--- src/rtl/fpt_pkg.sv ---
package fpt_pkg;

  // Pool geometry
  localparam int TableFrames = 64;
  localparam int Entries     = 512;
  localparam int FrameW      = $clog2(TableFrames);
  localparam int IdxW        = $clog2(Entries);
  localparam int AddrW       = FrameW + IdxW;
  localparam int Depth       = TableFrames * Entries;
  localparam int NffW        = $clog2(TableFrames + 1);
  localparam int ClrW        = $clog2(Depth + 1);

  // Field widths
  localparam int CmdW   = 2;
  localparam int VpnW   = 36;
  localparam int PpnW   = 40;
  localparam int FlagW  = 12;
  localparam int StatW  = 3;
  localparam int EntryW = 64;

  typedef enum logic [CmdW-1:0] {
    CMD_MAP   = 2'd0,
    CMD_UNMAP = 2'd1,
    CMD_CHECK = 2'd2,
    CMD_NONE  = 2'd3
  } cmd_e;

  typedef enum logic [StatW-1:0] {
    ST_OK          = 3'd0,
    ST_DUP         = 3'd1,
    ST_MISS4       = 3'd2,
    ST_MISS3       = 3'd3,
    ST_MISS2       = 3'd4,
    ST_LEAF_ABSENT = 3'd5,
    ST_EXHAUSTED   = 3'd6,
    ST_RSVD        = 3'd7
  } status_e;

  // Store access from the walker
  typedef struct packed {
    logic              we;
    logic [AddrW-1:0]  waddr;
    logic [EntryW-1:0] wdata;
    logic              re;
    logic [AddrW-1:0]  raddr;
  } mem_req_t;

  // Result word from the walker
  typedef struct packed {
    logic             valid;
    logic [StatW-1:0] status;
    logic             is_mapped;
  } result_t;

endpackage

--- src/rtl/fpt_walk.sv ---
module fpt_walk (
  input  logic                       clk_i,
  input  logic                       rst_ni,
  input  logic                       start_i,
  input  logic [fpt_pkg::CmdW-1:0]   cmd_i,
  input  logic [fpt_pkg::VpnW-1:0]   vpn_i,
  input  logic [fpt_pkg::PpnW-1:0]   ppn_i,
  input  logic [fpt_pkg::FlagW-1:0]  flags_i,
  input  logic [fpt_pkg::EntryW-1:0] rdata_i,
  output fpt_pkg::mem_req_t          req_o,
  output fpt_pkg::result_t           res_o,
  output logic                       idle_o
);
  import fpt_pkg::*;

  typedef enum logic [1:0] {
    S_IDLE = 2'b01,
    S_WALK = 2'b10
  } state_e;

  state_e            state_q, state_d;
  logic [1:0]        level_q, level_d;
  logic [NffW-1:0]   nff_q, nff_d;
  logic [CmdW-1:0]   cmd_q;
  logic [VpnW-1:0]   vpn_q;
  logic [PpnW-1:0]   ppn_q;
  logic [FlagW-1:0]  flags_q;
  logic [AddrW-1:0]  slot_q, slot_d;
  logic              present, ptr_ok;
  logic [1:0]        nlevel;

  function automatic logic [IdxW-1:0] idx_of(logic [VpnW-1:0] v, logic [1:0] l);
    logic [IdxW-1:0] r;
    unique case (l)
      2'd3:    r = v[3*IdxW +: IdxW];
      2'd2:    r = v[2*IdxW +: IdxW];
      2'd1:    r = v[IdxW +: IdxW];
      default: r = v[0 +: IdxW];
    endcase
    return r;
  endfunction

  assign present = rdata_i[0];
  assign ptr_ok  = present && (rdata_i[EntryW-1:12] < (EntryW-12)'(TableFrames));
  assign nlevel  = level_q - 2'd1;
  assign idle_o  = (state_q == S_IDLE);

  // Sequencer: one level per cycle, read data is registered and arrives in the cycle after issue
  always_comb begin
    state_d = state_q;
    level_d = level_q;
    nff_d   = nff_q;
    slot_d  = slot_q;
    req_o   = '0;
    res_o   = '0;
    unique case (state_q)
      S_IDLE: begin
        if (start_i) begin
          if (cmd_e'(cmd_i) == CMD_NONE) begin
            res_o.valid  = 1'b1;
            res_o.status = ST_OK;
          end else begin
            req_o.re    = 1'b1;
            req_o.raddr = {FrameW'(0), idx_of(vpn_i, 2'd3)};
            slot_d      = req_o.raddr;
            level_d     = 2'd3;
            state_d     = S_WALK;
          end
        end
      end
      S_WALK: begin
        if (level_q != 2'd0) begin
          if (ptr_ok) begin
            req_o.re    = 1'b1;
            req_o.raddr = {rdata_i[12 +: FrameW], idx_of(vpn_q, nlevel)};
            slot_d      = req_o.raddr;
            level_d     = nlevel;
          end else if (cmd_e'(cmd_q) == CMD_MAP) begin
            if (nff_q >= NffW'(TableFrames)) begin
              res_o.valid  = 1'b1;
              res_o.status = ST_EXHAUSTED;
              state_d      = S_IDLE;
            end else begin
              // Link a fresh frame and read into it
              req_o.we    = 1'b1;
              req_o.waddr = slot_q;
              req_o.wdata = (EntryW'(nff_q) << 12) | EntryW'(3);
              req_o.re    = 1'b1;
              req_o.raddr = {nff_q[FrameW-1:0], idx_of(vpn_q, nlevel)};
              slot_d      = req_o.raddr;
              nff_d       = nff_q + NffW'(1);
              level_d     = nlevel;
            end
          end else begin
            // Missing table: check reports only through is_mapped, unmap gets a miss status by level
            res_o.valid = 1'b1;
            state_d     = S_IDLE;
            if (cmd_e'(cmd_q) == CMD_CHECK) begin
              res_o.status = ST_OK;
            end else begin
              res_o.status = StatW'(ST_MISS4) + StatW'(2'd3 - level_q);
            end
          end
        end else begin
          // Leaf entry
          res_o.valid = 1'b1;
          state_d     = S_IDLE;
          case (cmd_e'(cmd_q))
            CMD_MAP: begin
              if (present) begin
                res_o.status = ST_DUP;
              end else begin
                res_o.status = ST_OK;
                req_o.we     = 1'b1;
                req_o.waddr  = slot_q;
                req_o.wdata  = (EntryW'(ppn_q) << 12) | EntryW'(flags_q) | EntryW'(3);
              end
            end
            CMD_UNMAP: begin
              if (present) begin
                res_o.status = ST_OK;
                req_o.we     = 1'b1;
                req_o.waddr  = slot_q;
                req_o.wdata  = {rdata_i[EntryW-1:1], 1'b0};
              end else begin
                res_o.status = ST_LEAF_ABSENT;
              end
            end
            default: begin
              res_o.status    = ST_OK;
              res_o.is_mapped = present;
            end
          endcase
        end
      end
      default: state_d = S_IDLE;
    endcase
  end

  always_ff @(posedge clk_i or negedge rst_ni) begin
    if (!rst_ni) begin
      state_q <= S_IDLE;
      level_q <= 2'd0;
      nff_q   <= NffW'(1);
    end else begin
      state_q <= state_d;
      level_q <= level_d;
      nff_q   <= nff_d;
    end
  end

  // Request payload
  always_ff @(posedge clk_i) begin
    slot_q <= slot_d;
    if (start_i && idle_o) begin
      cmd_q   <= cmd_i;
      vpn_q   <= vpn_i;
      ppn_q   <= ppn_i;
      flags_q <= flags_i;
    end
  end

endmodule
--- config.mk ---
export PLATFORM = sky130hd
export DESIGN_NAME = fpt_walk
export DESIGN_NICKNAME = d
export VERILOG_FILES = /design/src/rtl/fpt_pkg.sv /design/src/rtl/fpt_walk.sv
export SDC_FILE = /design/constraint.sdc
export NUM_CORES = 1
export LEC_CHECK = 0
export ABC_AREA = 1
export BUFFER_PORTS_ARGS = -buffer_cell sky130_fd_sc_hd__buf_2
export CORE_ASPECT_RATIO = 1.4
export CORE_MARGIN = 3
export CORE_UTILIZATION = 45
export CTS_BUF_LIST = sky130_fd_sc_hd__clkbuf_2
export DETAILED_ROUTE_END_ITERATION = 10
export PLACE_DENSITY = 0.77
export SETUP_SLACK_MARGIN = 0.15
export SLEW_MARGIN = 20
export SYNTH_ARGS = -nofsm -noshare
export SYNTH_HDL_FRONTEND = slang
export SYNTH_SLANG_ARGS = --single-unit
--- constraint.sdc ---
create_clock -name clk_i -period 4.6 [get_ports clk_i]
set_input_delay 0.92 -clock clk_i [delete_from_list [all_inputs] [get_ports clk_i]]
set_output_delay 0.92 -clock clk_i [all_outputs]
set_load 0.05 [all_outputs]
==> results.yml <==
cells_and_area:
  fin_util_pct: 59.7
  num-fill-cells: 1128
  final-seq-area_um2: 3370
  fin_cells: 1011
  layout-drive-gt1-share_pct: 37.0
  design_area_um2: 7420
  area_growth_pct: 28.2
  multi_input_area_um2: 2130
  nets: 1014
power:
  max-vdd-ir-drop_v: 0.000241
  fin_total_pwr_mw: 3.71
  leakagePower_nw: 3.36
  pwr_density_cell_nw_per_um2: 501
logic_synthesis:
  yosysTopAreaCell: "edfxtp_1"
  netlist_area_um2: 5790
  ys_async_sr_fraction_pct: 9.65
  syn-mean-instance-area_um2: 9.64
  ys_seq_area_share_pct: 58.3
  ys_top_cells_by_area: "edfxtp_1 (53%), nand2_1 (9.0%), nor2_1 (6.9%), a22oi_1 (6.5%), dfrtp_1 (3.9%)"
  ys_seq_elements: 114
  ys_warn_count: 0
  synth-main-ff-cell: "edfxtp_1"
  synth_nets: 766
  synth_top_cell_area_share_pct: 53.5
  synth_cells: 600
  synth-edff-count: 103
  synth_cell_types: 37
clock_tree:
  clock_latency_ns: 0.65
  cts_num_sinks: 114
  cts.clk_slew.worst_paths_ns: 0.19
  cts_tree: "done"
  cts.hold.buffers_added: 0
  numCtsBuffers: 17
  ctsResizeCount: 0
  post_cts_buffers: 0
  htreeDepth: 4
  clockRootBuffer: "clkbuf_2"
  max-clock-path-buffers: 2
routing:
  wl_mm: 18.1
  drc: 0
  routedWlPerCell_um: 17.9
  firstDrtPassIters: 5
  drtIter0Drc: 380
  vias: 5463
  viasPerCell: 5.40
  ant_nets: 0
critical_path:
  worst-setup-path-type: "reg -> out"
  crit_path_max_incr_delay_ns: 0.50
  cp.arrival_ns: 3.29
  cp-end-kind: "output pin"
  critPathRequiredTime_ns: 3.68
  cp_top_family: "buffers and inverters"
  cp-start-kind: "flip-flop"
  crit_buf_inv: 4
  crit_fanout: 21
  slowest_stage: "inv_1"
  reg2reg_slack_ns: 1.72
  crit_chain: "inv_1 -> ha_1 -> inv_1 -> nor2_2 -> clkinv_1 -> nor2_1 -> nand3b_4 -> nor2_1 -> buf_2"
sta:
  min_period_over_period_pct: 91.5
  rsz0062_at_grt: "false"
  holdWs_ns: 0.108
  slew_viol_final: 0
  setup_tns_ns: 0
  tightest_slew_ns: 0.803
  final-hold-violation-count: 0
  setup_ws_ns: 0.392
  skew_ns: 0.0267
  setup_viol: 0
  max-slew-margin-rel_pct: 46.4
  fin_crit_ns: 4.21
  max_freq_ghz: 0.238
placed_design:
  hpwl_mm: 13.5
  numPortBuffers: 256
  place_area_um2: 7140
  placedCellCount: 979
  gp_congestion: 0.920
  pre_cts_slack_ns: 0.969
floorplan:
  io_pins: 259
  die_area_um2: 14300
  die_w_um: 102
  die_h_um: 140
  rows: 48
  initial_core_util_pct: 46.5
  core_um2: 12400
grt:
  grt_pass1_vias: 5366
  grt_pass1_wl_mm: 27.7
  grt_max_degree: 51
  antenna_found_initial: 2
  grt_usage_pct: 25.3
  grt-ovfl-total: 0
outcome:
  status: "finished, final reports clean"
worst_hold_path:
  hp-class: "in -> async"
flow_run:
  max_cap_violations: 0
flip-flops by register name, summed over array words and instances (netlist names):
name and flops:
vpn_q 36, level_q 2, flags_q 10, ppn_q 40, state_q 2, slot_q 15
cmd_q 2, nff_q 7
area by class of cell:
cell class / instances / area share (%)
Sequential cell: 114 / 45.4
Multi-Input combinational cell: 422 / 28.8
Tap cell: 150 / 2.53
Clock buffer: 18 / 1.21
Timing Repair Buffer: 262 / 17.9
Clock inverter: 13 / 2.58
Inverter: 31 / 1.59
Antenna cell: 1 / 0.0337
cells in the final DEF, fill, tap and decap left out, types with 2 or more instances in the layout:
master,instances
buf_2,256
nand2_1,138
nor2_1,107
edfxtp_1,103
a22oi_1,50
a21oi_1,29
inv_1,24
o21ai_0,22
nand3_1,20
clkbuf_2,18
nor2_2,13
ha_1,9
dfrtp_1,9
a221oi_1,8
buf_4,6
inv_2,5
clkinv_1,5
bufinv_16,5
nand4_1,4
xnor2_1,4
nand2_2,3
nor3_1,3
clkinv_2,3
a211oi_1,2
dfstp_2,2
path summary, 6_finish.rpt:
path | from | to | cells after the start
max in group asynchronous | rst_ni | nff_q[0] | 1
min in group clk_i | flags_i[2] | flags_q[2] | 1
worst min register to register | state_q[0] | state_q[0] | 2
worst min-delay path | rst_ni | nff_q[3] | 1
worst max register to register | state_q[0] | slot_q[4] | 8
worst max-delay path | level_q[0] | req_o[80] | 9
kinds of logic (layout without fill, tap and decap cells):
| family | count (synthesis) | after routing | synth area share [%] |
|---|---|---|---|
| AO/OA/AOI/OAI | 114 | 114 | 12.7 |
| AND/OR/NAND/NOR | 294 | 294 | 21.4 |
| flip-flops | 114 | 114 | 58.3 |
| buffers and inverters | 64 | 324 | 4.87 |
| other | 0 | 1 | 0 |
| adder cells (fa/ha/maj) | 9 | 9 | 1.95 |
| XOR/XNOR | 5 | 5 | 0.757 |
synthesized netlist by cell type (4+ instances only):
library cell / instances
ha_1: 9
nor2_1: 107
o21ai_0: 22
edfxtp_1: 103
a221oi_1: 8
inv_2: 5
nand4_1: 4
buf_2: 9
nand2_1: 138
inv_1: 25
a21oi_1: 29
a22oi_1: 50
clkbuf_1: 16
nand3_1: 20
xnor2_1: 4
nor2_2: 13
dfrtp_1: 9
report_power, final:
group	internal, mW	leakage (nW)	switching (mW)
logic	0.355	2.10	0.989
registers	1.47	1.10	0.117
clock network	0.403	0.164	0.376
total	2.23	3.36	1.48
worst register-to-register path, stage by stage (launching register included):
cell	delay, ns
dfstp_2	0.41
inv_1	0.05
ha_1	0.66
buf_4	0.29
inv_2	0.05
buf_4	0.20
a211oi_1	0.23
nand2_1	0.13
inv_1	0.49
per-layer routing:
metal  wire (um)  share of wire (%)  track usage (%)
met1        6240                 34             28.2
met3        1780                9.8             8.87
met4         643                3.6             9.61
met5          13              0.072                0
met2        9410                 52             43.9
Note: power is estimated with default switching activity, not from simulation.
